===== config.mk =====
export PLATFORM = sky130hd
export DESIGN_NAME = tank_level_filter_monitor_flat
export DESIGN_NICKNAME = d
export VERILOG_FILES = /design/src/sv/tlfm_pkg.sv /design/src/sv/tlfm_if.sv /design/src/sv/tlfm_mul.sv /design/src/sv/tlfm_div.sv /design/src/sv/tank_level_filter_monitor.sv /design/src/flat_wrapper.sv
export SDC_FILE = /design/constraint.sdc
export NUM_CORES = 2
export LEC_CHECK = 0
export ABC_AREA = 0
export CAP_MARGIN = 20
export CORE_MARGIN = 3
export CORE_UTILIZATION = 45
export DETAILED_ROUTE_END_ITERATION = 10
export DONT_BUFFER_PORTS = 1
export PLACE_DENSITY = 0.73
export SYNTH_ARGS = -nofsm -noshare
export SYNTH_HDL_FRONTEND = slang
export SYNTH_SLANG_ARGS = --single-unit

===== constraint.sdc =====
create_clock -name clock -period 4.77 [get_ports clock]
set_input_delay 0.477 -clock clock [delete_from_list [all_inputs] [get_ports clock]]
set_output_delay 0.477 -clock clock [all_outputs]
set_load 0.05 [all_outputs]

===== src/sv/tlfm_pkg.sv =====
// ----------------------------------------------------------------------------
// tlfm_pkg
// Constants and codes of the tank level filter monitor.
// ----------------------------------------------------------------------------
`timescale 1ns / 1ps

package tlfm_pkg;

   localparam int DIST_BITS   = 10;
   localparam int Q_BITS      = 8;
   localparam int FD_W        = DIST_BITS + Q_BITS;
   localparam int ERR_W       = 17;
   localparam int TREND_W     = 5;
   localparam int TREND_LIMIT = 10;
   localparam int CFG_IDX_W   = 3;
   localparam int CFG_DATA_W  = 24;
   localparam int MODE_W      = 2;
   localparam int ALPHA_W     = 16;
   localparam int NOISE_W     = 24;
   localparam int LIMIT_W     = 10;
   localparam int SHAPE_W     = 16;
   localparam int LEVEL_W     = 2;
   localparam int VOL_W       = 32;

   localparam int MUL_A_W = 48;
   localparam int MUL_B_W = 24;
   localparam int PROD_W  = 64;
   localparam int DIV_N_W = 48;
   localparam int DIV_D_W = 26;

   localparam logic [ERR_W-1:0] ERR_ONE   = ERR_W'(65536);
   localparam logic [ERR_W-1:0] ERR_TENTH = ERR_W'(6554);
   localparam logic [MUL_B_W-1:0] PI_Q20  = MUL_B_W'(3294199);
   localparam logic [DIV_D_W-1:0] VOL_DIV = DIV_D_W'(1000);
   localparam logic [PROD_W-1:0] ROUND_Q16 = PROD_W'(32768);
   localparam logic [PROD_W-1:0] ROUND_PRISM = PROD_W'(500);
   localparam logic [PROD_W-1:0] ROUND_CYL = PROD_W'(500) << 20;

   localparam logic signed [TREND_W-1:0] TREND_HI = TREND_W'(TREND_LIMIT);
   localparam logic signed [TREND_W-1:0] TREND_LO = -TREND_W'(TREND_LIMIT);

   localparam logic [CFG_IDX_W-1:0] REG_FILTER_MODE = 3'd0;
   localparam logic [CFG_IDX_W-1:0] REG_ALPHA       = 3'd1;
   localparam logic [CFG_IDX_W-1:0] REG_NOISE       = 3'd2;
   localparam logic [CFG_IDX_W-1:0] REG_MIN_DIST    = 3'd3;
   localparam logic [CFG_IDX_W-1:0] REG_MAX_DIST    = 3'd4;
   localparam logic [CFG_IDX_W-1:0] REG_VOL_MODEL   = 3'd5;
   localparam logic [CFG_IDX_W-1:0] REG_SHAPE       = 3'd6;
   localparam logic [CFG_IDX_W-1:0] REG_TANK_HEIGHT = 3'd7;

   localparam logic [MODE_W-1:0] MODE_EXP    = 2'd1;
   localparam logic [MODE_W-1:0] MODE_KALMAN = 2'd2;
   localparam logic [MODE_W-1:0] VOL_CYL     = 2'd1;
   localparam logic [MODE_W-1:0] VOL_PRISM   = 2'd2;

   localparam logic [LEVEL_W-1:0] LEVEL_OK   = 2'd0;
   localparam logic [LEVEL_W-1:0] LEVEL_LOW  = 2'd1;
   localparam logic [LEVEL_W-1:0] LEVEL_HIGH = 2'd2;

endpackage


===== src/sv/tlfm_if.sv =====
// ----------------------------------------------------------------------------
// tlfm_req_if / tlfm_rsp_if
// Valid/ready channels for distance requests and level results.
// ----------------------------------------------------------------------------
`timescale 1ns / 1ps

interface tlfm_req_if import tlfm_pkg::*; ();
   logic                 valid;
   logic                 ready;
   logic [DIST_BITS-1:0] distance_cm;
   modport source (output valid, output distance_cm, input ready);
   modport sink   (input valid, input distance_cm, output ready);
endinterface

interface tlfm_rsp_if import tlfm_pkg::*; ();
   logic                    valid;
   logic                    ready;
   logic [LEVEL_W-1:0]      level_state;
   logic [FD_W-1:0]         filtered_distance_q8;
   logic signed [VOL_W-1:0] volume_q8;
   modport source (output valid, output level_state, output filtered_distance_q8,
                   output volume_q8, input ready);
   modport sink   (input valid, input level_state, input filtered_distance_q8,
                   input volume_q8, output ready);
endinterface


===== src/sv/tlfm_mul.sv =====
// ----------------------------------------------------------------------------
// tlfm_mul
// Bit-serial shift-add multiplier, one multiplier bit per cycle.
// ----------------------------------------------------------------------------
`timescale 1ns / 1ps

module tlfm_mul import tlfm_pkg::*; (
   input  logic               clock,
   input  logic               reset,
   input  logic               start,
   input  logic [MUL_A_W-1:0] op_a,
   input  logic [MUL_B_W-1:0] op_b,
   output logic               done,
   output logic [PROD_W-1:0]  prod
);

   localparam int CNT_W = $clog2(MUL_B_W);

   logic [PROD_W-1:0]  a_ff;
   logic [MUL_B_W-1:0] b_ff;
   logic [PROD_W-1:0]  acc_ff;
   logic [CNT_W-1:0]   cnt_ff;
   logic               busy_ff;
   logic               done_ff;

   always_ff @(posedge clock) begin
      if (reset) begin
         busy_ff <= 1'b0;
         done_ff <= 1'b0;
      end else begin
         done_ff <= 1'b0;
         if (start) begin
            busy_ff <= 1'b1;
         end else if (busy_ff && cnt_ff == CNT_W'(MUL_B_W - 1)) begin
            busy_ff <= 1'b0;
            done_ff <= 1'b1;
         end
      end
   end

   always_ff @(posedge clock) begin
      if (start) begin
         a_ff   <= PROD_W'(op_a);
         b_ff   <= op_b;
         acc_ff <= '0;
         cnt_ff <= '0;
      end else if (busy_ff) begin
         if (b_ff[0]) begin
            acc_ff <= acc_ff + a_ff;
         end
         a_ff   <= a_ff << 1;
         b_ff   <= b_ff >> 1;
         cnt_ff <= cnt_ff + 1'b1;
      end
   end

   assign done = done_ff;
   assign prod = acc_ff;

endmodule


===== src/sv/tlfm_div.sv =====
// ----------------------------------------------------------------------------
// tlfm_div
// Restoring divider, one quotient bit per cycle.
// ----------------------------------------------------------------------------
`timescale 1ns / 1ps

module tlfm_div import tlfm_pkg::*; (
   input  logic               clock,
   input  logic               reset,
   input  logic               start,
   input  logic [DIV_N_W-1:0] dividend,
   input  logic [DIV_D_W-1:0] divisor,
   output logic               done,
   output logic [DIV_N_W-1:0] quotient
);

   localparam int CNT_W = $clog2(DIV_N_W);

   logic [DIV_N_W-1:0] dd_ff;
   logic [DIV_N_W-1:0] q_ff;
   logic [DIV_D_W-1:0] rem_ff;
   logic [DIV_D_W-1:0] d_ff;
   logic [CNT_W-1:0]   cnt_ff;
   logic               busy_ff;
   logic               done_ff;
   logic [DIV_D_W:0]   trial;
   logic               fits;

   assign trial = {rem_ff, dd_ff[DIV_N_W-1]};
   assign fits  = trial >= {1'b0, d_ff};

   always_ff @(posedge clock) begin
      if (reset) begin
         busy_ff <= 1'b0;
         done_ff <= 1'b0;
      end else begin
         done_ff <= 1'b0;
         if (start) begin
            busy_ff <= 1'b1;
         end else if (busy_ff && cnt_ff == CNT_W'(DIV_N_W - 1)) begin
            busy_ff <= 1'b0;
            done_ff <= 1'b1;
         end
      end
   end

   always_ff @(posedge clock) begin
      if (start) begin
         dd_ff  <= dividend;
         d_ff   <= divisor;
         rem_ff <= '0;
         q_ff   <= '0;
         cnt_ff <= '0;
      end else if (busy_ff) begin
         rem_ff <= fits ? DIV_D_W'(trial - {1'b0, d_ff}) : trial[DIV_D_W-1:0];
         q_ff   <= {q_ff[DIV_N_W-2:0], fits};
         dd_ff  <= dd_ff << 1;
         cnt_ff <= cnt_ff + 1'b1;
      end
   end

   assign done     = done_ff;
   assign quotient = q_ff;

endmodule


===== src/sv/tank_level_filter_monitor.sv =====
// ----------------------------------------------------------------------------
// tank_level_filter_monitor
// Smooths ranger distances, tracks the level state and models tank volume.
// ----------------------------------------------------------------------------
// channel  dir  handshake    payload
// req_ch   in   valid/ready  distance_cm
// rsp_ch   out  valid/ready  level_state, filtered_distance_q8, volume_q8
// csr_*    in   csr_wr_en    csr_index, csr_wdata
//
// One request at a time. Filtering uses the serial multiplier and divider:
// exponential two multiplies, Kalman a divide and three multiplies. Volume
// uses a multiply and a divide for prism, three multiplies and a divide for
// cylinder, neither for raw. A new request is taken while a result still waits
// on rsp_ch. Synchronous active-high reset; no clearing pass.
// ----------------------------------------------------------------------------
`timescale 1ns / 1ps

module tank_level_filter_monitor import tlfm_pkg::*; (
   input  logic                  clock,
   input  logic                  reset,
   tlfm_req_if.sink              req_ch,
   tlfm_rsp_if.source            rsp_ch,
   input  logic                  csr_wr_en,
   input  logic [CFG_IDX_W-1:0]  csr_index,
   input  logic [CFG_DATA_W-1:0] csr_wdata
);

   localparam logic [3:0] S_IDLE  = 4'd0;
   localparam logic [3:0] S_GAIN  = 4'd1;
   localparam logic [3:0] S_ERR   = 4'd2;
   localparam logic [3:0] S_BL1   = 4'd3;
   localparam logic [3:0] S_BL2   = 4'd4;
   localparam logic [3:0] S_LEVEL = 4'd5;
   localparam logic [3:0] S_V1    = 4'd6;
   localparam logic [3:0] S_V2    = 4'd7;
   localparam logic [3:0] S_V3    = 4'd8;
   localparam logic [3:0] S_VDIV  = 4'd9;
   localparam logic [3:0] S_FIN   = 4'd10;

   // configuration
   logic [MODE_W-1:0]  mode_ff;
   logic [ALPHA_W-1:0] alpha_ff;
   logic [NOISE_W-1:0] noise_ff;
   logic [LIMIT_W-1:0] min_ff;
   logic [LIMIT_W-1:0] max_ff;
   logic [MODE_W-1:0]  vmodel_ff;
   logic [SHAPE_W-1:0] shape_ff;
   logic [LIMIT_W-1:0] height_ff;

   // filter state
   logic                      seen_ff,   seen_in;
   logic [FD_W-1:0]           smooth_ff, smooth_in;
   logic [ERR_W-1:0]          err_ff,    err_in;
   logic signed [TREND_W-1:0] trend_ff,  trend_in;
   logic [LEVEL_W-1:0]        level_ff,  level_in;

   // sequencer and datapath
   logic [3:0]         state_ff,    state_in;
   logic               mstart_ff,   mstart_in;
   logic               dstart_ff,   dstart_in;
   logic [FD_W-1:0]    t_ff,        t_in;
   logic [ERR_W-1:0]   w_ff,        w_in;
   logic [PROD_W-1:0]  acc_ff,      acc_in;
   logic [FD_W-1:0]    val_ff,      val_in;
   logic [FD_W-1:0]    mag_ff,      mag_in;
   logic               neg_ff,      neg_in;
   logic [DIV_N_W-1:0] v_ff,        v_in;
   logic               rsp_vld_ff,  rsp_vld_in;
   logic [LEVEL_W-1:0] rsp_lvl_ff,  rsp_lvl_in;
   logic [FD_W-1:0]    rsp_fd_ff,   rsp_fd_in;
   logic [VOL_W-1:0]   rsp_vol_ff,  rsp_vol_in;

   logic [MUL_A_W-1:0] mul_a;
   logic [MUL_B_W-1:0] mul_b;
   logic               mul_done;
   logic [PROD_W-1:0]  mul_p;
   logic [DIV_N_W-1:0] div_n;
   logic [DIV_D_W-1:0] div_d;
   logic               div_done;
   logic [DIV_N_W-1:0] div_q;

   logic               req_fire;
   logic [ERR_W-1:0]   w_inv;
   logic [PROD_W-1:0]  blend_sum;
   logic [FD_W:0]      h;
   logic               below, above;
   logic [DIV_N_W-1:0] v_sat;
   logic [VOL_W-1:0]   vol_out;

   assign req_fire  = req_ch.valid && req_ch.ready;
   assign w_inv     = ERR_ONE - w_ff;
   assign blend_sum = acc_ff + mul_p + ROUND_Q16;
   assign h         = {1'b0, height_ff, {Q_BITS{1'b0}}} - {1'b0, val_ff};
   assign below     = val_ff < {min_ff, {Q_BITS{1'b0}}};
   assign above     = val_ff > {max_ff, {Q_BITS{1'b0}}};

   always_comb begin
      case (state_ff)
         S_ERR:   begin mul_a = MUL_A_W'(err_ff);   mul_b = MUL_B_W'(w_inv); end
         S_BL1:   begin mul_a = MUL_A_W'(smooth_ff); mul_b = MUL_B_W'(w_inv); end
         S_BL2:   begin mul_a = MUL_A_W'(t_ff);     mul_b = MUL_B_W'(w_ff); end
         S_V1:    begin mul_a = MUL_A_W'(shape_ff); mul_b = MUL_B_W'(shape_ff); end
         S_V2:    begin
            mul_a = (vmodel_ff == VOL_CYL) ? acc_ff[MUL_A_W-1:0] : MUL_A_W'(shape_ff);
            mul_b = MUL_B_W'(mag_ff);
         end
         S_V3:    begin mul_a = acc_ff[MUL_A_W-1:0]; mul_b = PI_Q20; end
         default: begin mul_a = '0; mul_b = '0; end
      endcase
   end

   always_comb begin
      if (state_ff == S_GAIN) begin
         div_n = DIV_N_W'({err_ff, 16'd0});
         div_d = DIV_D_W'(err_ff) + DIV_D_W'(noise_ff);
      end else begin
         div_n = acc_ff[DIV_N_W-1:0];
         div_d = VOL_DIV;
      end
   end

   tlfm_mul u_mul (
      .clock (clock), .reset (reset), .start (mstart_ff),
      .op_a  (mul_a), .op_b  (mul_b), .done  (mul_done), .prod (mul_p)
   );

   tlfm_div u_div (
      .clock    (clock), .reset (reset), .start (dstart_ff),
      .dividend (div_n), .divisor (div_d), .done (div_done), .quotient (div_q)
   );

   // saturate and sign the volume
   always_comb begin
      if (neg_ff) begin
         v_sat   = (v_ff > DIV_N_W'(33'h1_0000_0000 >> 1)) ?
                   DIV_N_W'(33'h1_0000_0000 >> 1) : v_ff;
         vol_out = VOL_W'(~v_sat + 1'b1);
      end else begin
         v_sat   = (v_ff > DIV_N_W'(32'h7FFF_FFFF)) ? DIV_N_W'(32'h7FFF_FFFF) : v_ff;
         vol_out = v_sat[VOL_W-1:0];
      end
   end

   always_comb begin
      state_in   = state_ff;
      mstart_in  = 1'b0;
      dstart_in  = 1'b0;
      t_in       = t_ff;
      w_in       = w_ff;
      acc_in     = acc_ff;
      val_in     = val_ff;
      mag_in     = mag_ff;
      neg_in     = neg_ff;
      v_in       = v_ff;
      seen_in    = seen_ff;
      smooth_in  = smooth_ff;
      err_in     = err_ff;
      trend_in   = trend_ff;
      level_in   = level_ff;
      rsp_vld_in = rsp_vld_ff && !rsp_ch.ready;
      rsp_lvl_in = rsp_lvl_ff;
      rsp_fd_in  = rsp_fd_ff;
      rsp_vol_in = rsp_vol_ff;

      case (state_ff)
         S_IDLE: begin
            if (req_fire) begin
               t_in     = {req_ch.distance_cm, {Q_BITS{1'b0}}};
               val_in   = t_in;
               state_in = S_LEVEL;
               if (seen_ff && mode_ff == MODE_EXP) begin
                  w_in      = ERR_W'(alpha_ff);
                  state_in  = S_BL1;
                  mstart_in = 1'b1;
               end else if (seen_ff && mode_ff == MODE_KALMAN) begin
                  if (err_ff == '0) begin
                     err_in = ERR_TENTH;
                  end else begin
                     state_in  = S_GAIN;
                     dstart_in = 1'b1;
                  end
               end
            end
         end
         S_GAIN: begin
            if (div_done) begin
               w_in      = div_q[ERR_W-1:0];
               state_in  = S_ERR;
               mstart_in = 1'b1;
            end
         end
         S_ERR: begin
            if (mul_done) begin
               err_in    = mul_p[16 +: ERR_W];
               state_in  = S_BL1;
               mstart_in = 1'b1;
            end
         end
         S_BL1: begin
            if (mul_done) begin
               acc_in    = mul_p;
               state_in  = S_BL2;
               mstart_in = 1'b1;
            end
         end
         S_BL2: begin
            if (mul_done) begin
               val_in   = blend_sum[16 +: FD_W];
               state_in = S_LEVEL;
            end
         end
         S_LEVEL: begin
            smooth_in = val_ff;
            seen_in   = 1'b1;
            if (below) begin
               if (trend_ff < TREND_LO || !seen_ff) level_in = LEVEL_HIGH;
               else                                 trend_in = trend_ff - 1'b1;
            end else if (above) begin
               if (trend_ff > TREND_HI || !seen_ff) level_in = LEVEL_LOW;
               else                                 trend_in = trend_ff + 1'b1;
            end else begin
               trend_in = '0;
               level_in = LEVEL_OK;
            end
            neg_in = h[FD_W];
            mag_in = h[FD_W] ? FD_W'(-h) : h[FD_W-1:0];
            case (vmodel_ff)
               VOL_CYL: begin
                  state_in  = S_V1;
                  mstart_in = 1'b1;
               end
               VOL_PRISM: begin
                  state_in  = S_V2;
                  mstart_in = 1'b1;
               end
               default: begin
                  v_in     = DIV_N_W'(mag_in);
                  state_in = S_FIN;
               end
            endcase
         end
         S_V1: begin
            if (mul_done) begin
               acc_in    = mul_p;
               state_in  = S_V2;
               mstart_in = 1'b1;
            end
         end
         S_V2: begin
            if (mul_done) begin
               if (vmodel_ff == VOL_CYL) begin
                  if (mul_p[PROD_W-1:40] != '0) begin
                     v_in     = DIV_N_W'(1) << 40;
                     state_in = S_FIN;
                  end else begin
                     acc_in    = mul_p;
                     state_in  = S_V3;
                     mstart_in = 1'b1;
                  end
               end else begin
                  acc_in    = mul_p + ROUND_PRISM;
                  state_in  = S_VDIV;
                  dstart_in = 1'b1;
               end
            end
         end
         S_V3: begin
            if (mul_done) begin
               acc_in    = (mul_p + ROUND_CYL) >> 20;
               state_in  = S_VDIV;
               dstart_in = 1'b1;
            end
         end
         S_VDIV: begin
            if (div_done) begin
               v_in     = div_q;
               state_in = S_FIN;
            end
         end
         S_FIN: begin
            if (!rsp_vld_ff || rsp_ch.ready) begin
               rsp_vld_in = 1'b1;
               rsp_lvl_in = level_ff;
               rsp_fd_in  = smooth_ff;
               rsp_vol_in = vol_out;
               state_in   = S_IDLE;
            end
         end
         default: state_in = S_IDLE;
      endcase

      if (csr_wr_en && csr_index == REG_FILTER_MODE && csr_wdata[MODE_W-1:0] == MODE_KALMAN) begin
         err_in = ERR_ONE;
      end
   end

   always_ff @(posedge clock) begin
      if (reset) begin
         state_ff   <= S_IDLE;
         mstart_ff  <= 1'b0;
         dstart_ff  <= 1'b0;
         rsp_vld_ff <= 1'b0;
         seen_ff    <= 1'b0;
         smooth_ff  <= '0;
         err_ff     <= '0;
         trend_ff   <= '0;
         level_ff   <= LEVEL_OK;
      end else begin
         state_ff   <= state_in;
         mstart_ff  <= mstart_in;
         dstart_ff  <= dstart_in;
         rsp_vld_ff <= rsp_vld_in;
         seen_ff    <= seen_in;
         smooth_ff  <= smooth_in;
         err_ff     <= err_in;
         trend_ff   <= trend_in;
         level_ff   <= level_in;
      end
   end

   always_ff @(posedge clock) begin
      t_ff       <= t_in;
      w_ff       <= w_in;
      acc_ff     <= acc_in;
      val_ff     <= val_in;
      mag_ff     <= mag_in;
      neg_ff     <= neg_in;
      v_ff       <= v_in;
      rsp_lvl_ff <= rsp_lvl_in;
      rsp_fd_ff  <= rsp_fd_in;
      rsp_vol_ff <= rsp_vol_in;
   end

   always_ff @(posedge clock) begin
      if (reset) begin
         mode_ff   <= '0;
         alpha_ff  <= ALPHA_W'(16384);
         noise_ff  <= NOISE_W'(65536);
         min_ff    <= LIMIT_W'(10);
         max_ff    <= LIMIT_W'(100);
         vmodel_ff <= '0;
         shape_ff  <= '0;
         height_ff <= '0;
      end else if (csr_wr_en) begin
         case (csr_index)
            REG_FILTER_MODE: mode_ff   <= csr_wdata[MODE_W-1:0];
            REG_ALPHA:       alpha_ff  <= csr_wdata[ALPHA_W-1:0];
            REG_NOISE:       noise_ff  <= csr_wdata[NOISE_W-1:0];
            REG_MIN_DIST:    min_ff    <= csr_wdata[LIMIT_W-1:0];
            REG_MAX_DIST:    max_ff    <= csr_wdata[LIMIT_W-1:0];
            REG_VOL_MODEL:   vmodel_ff <= csr_wdata[MODE_W-1:0];
            REG_SHAPE:       shape_ff  <= csr_wdata[SHAPE_W-1:0];
            REG_TANK_HEIGHT: height_ff <= csr_wdata[LIMIT_W-1:0];
            default:         ;
         endcase
      end
   end

   assign req_ch.ready                = (state_ff == S_IDLE);
   assign rsp_ch.valid                = rsp_vld_ff;
   assign rsp_ch.level_state          = rsp_lvl_ff;
   assign rsp_ch.filtered_distance_q8 = rsp_fd_ff;
   assign rsp_ch.volume_q8            = rsp_vol_ff;

endmodule


===== src/flat_wrapper.sv =====
// flat-port wrapper written by rule: the top's interface ports become plain ports
module tank_level_filter_monitor_flat import tlfm_pkg::*;
  (clock, reset, csr_wr_en, csr_index, csr_wdata, req_ch_valid, req_ch_distance_cm, req_ch_ready, rsp_ch_valid, rsp_ch_level_state, rsp_ch_filtered_distance_q8, rsp_ch_volume_q8, rsp_ch_ready);
  tlfm_req_if req_ch_i ();
  tlfm_rsp_if rsp_ch_i ();
  input  logic clock;
  input  logic reset;
  input  logic csr_wr_en;
  input  logic [CFG_IDX_W-1:0] csr_index;
  input  logic [CFG_DATA_W-1:0] csr_wdata;
  input wire logic [$bits(req_ch_i.valid)-1:0] req_ch_valid;
  input wire logic [$bits(req_ch_i.distance_cm)-1:0] req_ch_distance_cm;
  output wire logic [$bits(req_ch_i.ready)-1:0] req_ch_ready;
  output wire logic [$bits(rsp_ch_i.valid)-1:0] rsp_ch_valid;
  output wire logic [$bits(rsp_ch_i.level_state)-1:0] rsp_ch_level_state;
  output wire logic [$bits(rsp_ch_i.filtered_distance_q8)-1:0] rsp_ch_filtered_distance_q8;
  output wire logic [$bits(rsp_ch_i.volume_q8)-1:0] rsp_ch_volume_q8;
  input wire logic [$bits(rsp_ch_i.ready)-1:0] rsp_ch_ready;
  assign req_ch_i.valid = req_ch_valid;
  assign req_ch_i.distance_cm = req_ch_distance_cm;
  assign req_ch_ready = req_ch_i.ready;
  assign rsp_ch_valid = rsp_ch_i.valid;
  assign rsp_ch_level_state = rsp_ch_i.level_state;
  assign rsp_ch_filtered_distance_q8 = rsp_ch_i.filtered_distance_q8;
  assign rsp_ch_volume_q8 = rsp_ch_i.volume_q8;
  assign rsp_ch_i.ready = rsp_ch_ready;
  tank_level_filter_monitor u_core (.clock(clock), .reset(reset), .req_ch(req_ch_i), .rsp_ch(rsp_ch_i), .csr_wr_en(csr_wr_en), .csr_index(csr_index), .csr_wdata(csr_wdata));
endmodule

# Word level (Yosys, flattened, before mapping)
# Index checks and enable logic that the tools add are counted.
dict set report word_totals {
  register_bits 667
  latch_bits 0
  mem_bits_rw 0
  rom_bits 0
  in_bits 42
  output_inout_bits 54
  word_cells 262
  n_memories 0
}
dict set report classes {
  n_addsub 15
  multipliers 0
  div_mod_pow 0
  n_lt_le_gt_ge 7
  eq_ne 52
  shifts 0
  n_mux 90
  n_bitwise 1
  reduce_logical 55
}
# op n
set ops {}
lappend ops {{48-bit two-way mux} 16}
lappend ops {{48-bit one-hot mux with 3 select lines} 2}
lappend ops {{48-bit one-hot mux with 6 select lines} 1}
lappend ops {{17-bit two-way mux} 9}
lappend ops {{22-bit one-hot mux with 5 select lines} 1}
lappend ops {{32-bit two-way mux} 3}
lappend ops {{17-bit one-hot mux with 2 select lines} 2}
lappend ops {{64-bit by 29-bit adder with 64-bit output, second input constant} 1}
lappend ops {{64-bit adder} 1}
lappend ops {{18-bit two-way mux} 3}
lappend ops {{48-bit by 9-bit adder with 48-bit output, second input constant} 1}
lappend ops {{48-bit by 31-bit greater-than comparator with 1-bit output, second input constant} 1}
lappend ops {{48-bit by 32-bit greater-than comparator with 1-bit output, second input constant} 1}
lappend ops {{24-bit two-way mux} 2}
lappend ops {{4-bit two-way mux} 12}
lappend ops {{4-bit one-hot mux with 11 select lines} 1}
lappend ops {{18-bit one-hot mux with 2 select lines} 1}
lappend ops {{34-bit by 16-bit adder with 34-bit output, second input constant} 1}
lappend ops {{34-bit adder} 1}
lappend ops {{32-bit by 1-bit adder with 32-bit output, second input constant} 1}
lappend ops {{2-bit inequality test, second input constant} 16}
lappend ops {{32-bit NOT} 1}
lappend ops {{27-bit by 26-bit >= comparator with 1-bit output} 1}
lappend ops {{26-bit two-way mux} 1}
lappend ops {{50 further kinds} 140}

# Longest topological paths before layout
dict set report logic_depth {
  word_depth 7
  depth_mapped 18
  ltp_nobuf 14
}

# Cells and area by module
# Synthesis repeated with hierarchy kept, for this count alone.
dict set report hier_totals {
  hier_cells 4202
  area_unflattened_um2 38796.0
}
# mod n_inst cells_each area_each_um2 seq_area_each_um2
set by_module_without_submodules {}
lappend by_module_without_submodules {tank_level_filter_monitor 1 2542 21942.3 9168.8}
lappend by_module_without_submodules {tlfm_mul 1 1004 9549.2 3903.7}
lappend by_module_without_submodules {tlfm_div 1 656 7304.5 3863.7}

# Worst setup path after synthesis
# Ideal clock, no wire load.
dict set report synth_path {
  kind {register to register}
  start {reg u_core.state_ff[1]}
  end {reg u_core.rsp_fd_ff[0], in the netlist u_core.rsp_ch.filtered_distance_q8[0], enable pin}
  setup_time_ps 526
  arrival_ps 4327
  t_required_ps 4244
  path_slack_ps -83
  path_stages_with_launch 4
  path_buffers 1
  period_less_slack_ps 4853
  cell_sequence {dfxtp_1 clkbuf_1 nand2b_1 nor3_1}
}
dict set report synth_between {
  elab_chain_len 2
}
# item line_no
set synth_lines {}
lappend synth_lines {{start, declared} tank_level_filter_monitor.sv:58} ;# logic [3:0] state_ff, state_in;
lappend synth_lines {{start signal, assigned} tank_level_filter_monitor.sv:309} ;# state_ff <= state_in;
lappend synth_lines {{4-bit equality test} tank_level_filter_monitor.sv:165} ;# case (state_ff)
lappend synth_lines {{2-bit AND reduction (no line)} -}
lappend synth_lines {{end signal, assigned} tank_level_filter_monitor.sv:330} ;# rsp_fd_ff <= rsp_fd_in;
lappend synth_lines {{end, declared} tank_level_filter_monitor.sv:70} ;# logic [FD_W-1:0] rsp_fd_ff, rsp_fd_in;
# No other way between the ends.
# A chain may end at the register's enable or synchronous reset.

# Final worst setup path
dict set report layout_path {
  start {reg u_core.u_mul.acc_ff[0], in the netlist u_core.u_mul.prod[0]}
  end {reg u_core.u_mul.acc_ff[62], in the netlist u_core.u_mul.prod[62]}
}
dict set report layout_between {
  elab_chain_len 1
}
# item line_no
set layout_lines {}
lappend layout_lines {{start, declared} tlfm_mul.sv:21} ;# logic [PROD_W-1:0] acc_ff;
lappend layout_lines {{start signal, assigned} tlfm_mul.sv:49} ;# acc_ff <= acc_ff + a_ff;
lappend layout_lines {{64-bit adder} tlfm_mul.sv:49}
# No other way between the ends.

==> run_results.csv <==
group,metric,value,unit
run_status,outcome,"finished clean",
logic_synthesis,synth_seq_cells,664,
route,vias,32500,
route,ant_nets,0,
power_and_ir_drop,combPwrFrac,0.230,
logic_synthesis,syn_area_per_cell,8.99,µm²
power_and_ir_drop,p_per_area,408,mW/mm²
setup_path,startpoint_type,"flop",
setup_path,crit_start,"u_core.u_mul.prod[0]",
final_layout,stdcell_count,5350,
timing,fin_ws,0.587,ns
job,drv_cap,0,
logic_synthesis,yosys.area.top_type,"edfxtp_1",
logic_synthesis,yosysMostFrequentCell,"nand2_1",
timing,slew_viol_final,0,
clocking,cts.clk_slew.worst_paths,0.06,ns
final_layout,drive_above_1_share,0.0629,
timing,finClkSkew,0.0665,ns
timing,finalCritPeriodShare,0.877,
timing,layout_min_cycle_time,4.18,ns
timing,fin_setup_tns,0,ns
timing,rsz0062_at_grt,"false",
route,wirelength,116000,µm
placement,place_inst,5164,
global_route,grt_pass1_wl,177000,µm
setup_path,setup.worst_path.class,"reg -> reg",
route,dr.pass1.iters,9,
logic_synthesis,ys.flop_type,"edfxtp_1",
clocking,ctsLongestPathBuffers,3,
final_layout,nets,4401,
power_and_ir_drop,p_sw_frac,0.332,
floorplan,num_rows,106,
hold_path,min_from,"reset",
placement,gp_congestion,0.936,
clocking,numClockSinks,664,
power_and_ir_drop,clkPwrFrac,0.356,
logic_synthesis,async_flop_share,0,
floorplan,initial_core_util,0.455,
timing,max_freq,0.239,GHz
power_and_ir_drop,cellLeakagePower,16.0,nW
timing,max-slew-margin-rel,0.285,
placement,placed_area,0.0390,mm²
global_route,grt_max_degree,129,
route,drtIter0Drc,3394,
final_layout,syn2layout_area_growth,10.3,%
logic_synthesis,syn_inst,4242,
clocking,htree_levels,3,
floorplan,ioPinCount,96,
clocking,clk_latency,0.66,ns
logic_synthesis,ys_types,102,
power_and_ir_drop,sequentialPowerShare,0.414,
logic_synthesis,syn-num-nets,4496,
logic_synthesis,synthDominantCellAreaShare,0.280,
logic_synthesis,syn_area,0.0381,mm²
route,drc,0,
clocking,cts-root-buf,"clkbuf_16",
hold_path,hp-class,"in -> reg",
logic_synthesis,synthTopCellsByArea,"edfxtp_1, dfxtp_1, ha_1, nand2_1, a21oi_1",
route,wl_per_cell,21.6,µm
timing,setup_viol,0,
setup_path,cp.arrival,4.72,ns
global_route,grt_pass1_vias,30000,
power_and_ir_drop,ir_worst_vdd,261,µV
clocking,cts_setup_buffers,0,
placement,hpwl,81100,µm
floorplan,dieHeight,297,µm
global_route,gr-total-overflow,0,
floorplan,die_area,0.0883,mm²
setup_path,r2r-start,"u_core.u_mul.prod[0]",
global_route,grt_use_total,0.252,
final_layout,final_cell_area,0.0421,mm²
clocking,cts_resized,0,
global_route,antenna_found_initial,6,
power_and_ir_drop,p_int,11.5,mW
power_and_ir_drop,finalPower,17.1,mW
timing,tightest_slew,1.07,ns
logic_synthesis,synth_edf_count,355,
timing,hold_viol_final,0,
clocking,numCtsBuffers,75,
logic_synthesis,yosysWarnings,0,
power_and_ir_drop,p_switching,5.69,mW
placement,port_buffers,0,
clocking,cts_tree,"done",
logic_synthesis,synth.top_cells.by_count,"nand2_1, a21oi_1, edfxtp_1",
setup_path,cp.required,5.30,ns
route,vias_per_cell,6.08,
floorplan,die_x,297,µm
floorplan,core_region_area,0.0838,mm²
setup_path,crit_fanout,4,
setup_path,end_kind,"flop",
logic_synthesis,synth_seq_area_share,0.442,
placement,dp_slack,0.775,ns
## timing repair
item                                    CTS  global route
endpoints found under the setup margin    0             0
hold buffers                             38             0
endpoints found under the hold margin   137             0
## flip-flops by register name (all words and copies together) (netlist names), 10 cells and up
register,flops
u_core.u_mul.a_ff,64
u_core.u_mul.prod,64
u_core.acc_ff,48
u_core.u_div.dd_ff,48
u_core.u_div.quotient,48
u_core.v_ff,48
u_core.rsp_ch.volume_q8,32
u_core.u_div.rem_ff,26
u_core.u_div.d_ff,25
u_core.noise_ff,24
u_core.u_mul.b_ff,22
u_core.mag_ff,18
u_core.rsp_ch.filtered_distance_q8,18
u_core.smooth_ff,18
u_core.val_ff,18
u_core.err_ff,17
u_core.w_ff,17
u_core.alpha_ff,16
u_core.shape_ff,16
u_core.height_ff,10
u_core.max_ff,10
u_core.min_ff,10
u_core.t_ff,10
## worst paths after layout
| check | end | depth (start not counted) | slack, ns |
|---|---|---|---|
| setup reg to reg | u_core.u_mul.prod[62] | 12 | 0.59 |
| setup / recovery | u_core.u_mul.prod[62] | 12 | 0.59 |
| hold reg to reg | u_core.rsp_ch.level_state[0] | 0 | 0.43 |
| hold / removal | u_core.level_ff[1] | 2 | 0.02 |
## critical path, stage by stage (launching register included)
cell and delay, ns:
dfxtp_1 0.39, ha_1 0.20, inv_1 0.06, fa_1 0.38, nand2b_1 0.22, a21oi_1 0.32
o21ai_0 0.25, a311oi_1 0.76, o21ai_0 0.40, and3_1 0.32, o21ai_1 0.26, a41oi_1 0.18
a311o_1 0.34
## layout by cell type (no fill, tap or decap), drive strengths merged, types with 37 or more instances in the layout
master | netlist | routed
a211oi | 40 | 40
a21o | 85 | 85
a21oi | 370 | 370
a22o | 54 | 54
a31oi | 49 | 49
and3 | 60 | 60
buf | 44 | 50
clkbuf | 214 | 94
dfxtp | 309 | 309
dlygate4sd3 | 0 | 37
edfxtp | 355 | 355
ha | 209 | 209
inv | 154 | 158
mux2i | 90 | 90
nand2 | 669 | 669
nand2b | 37 | 37
nand3 | 114 | 114
nand4 | 60 | 60
nor2 | 326 | 326
nor3 | 88 | 88
nor4 | 44 | 44
o21ai | 202 | 202
xnor2 | 109 | 109
xor2 | 81 | 81
## power by group through the flow
stage / Sequential, mW / Combinational (mW) / Clock, mW
global route: 7.13 / 4.33 / 6.44
detailed placement: 7.18 / 3.78 / 0
floorplan: 6.84 / 3.00 / 0
CTS: 7.06 / 3.88 / 6.16
finish: 7.10 / 3.95 / 6.10
global placement: 7.17 / 3.73 / 0
## layer usage
metal / vias up / GRT usage / share of wire
met4: 6 / 0.111 / 0.048
li1: 15200 / - / -
met2: 1585 / 0.389 / 0.44
met3: 270 / 0.0561 / 0.10
met1: 15400 / 0.339 / 0.41
met5: - / 0 / 0.00035
## logic make-up after synthesis
logic type,share of synthesized area
fa+ha+maj,0.0701
flops,0.442
xor+xnor,0.0436
mux,0.0242
simple gates,0.186
compound gates,0.191
buf+inv,0.0430
## per-stage QoR
step	hold slack (ns)	util
2_1_floorplan	0.409	-
3_3_place_gp	0.419	0.465
3_5_place_dp	0.421	0.465
4_1_cts	0.000211	0.501
5_1_grt	0.00929	0.502
6_report	0.0198	0.502
## final cells by class
| type | count | area (µm²) |
|---|---|---|
| Timing Repair Buffer | 87 | 800 |
| Clock inverter | 46 | 539 |
| Sequential cell | 664 | 16900 |
| Inverter | 156 | 586 |
| Clock buffer | 94 | 2110 |
| Multi-Input combinational cell | 3163 | 19700 |
| Antenna cell | 6 | 15.0 |
| Fill cell | 7771 | 41800 |
| Tap cell | 1134 | 1420 |
(Power assumes the default switching activity.)
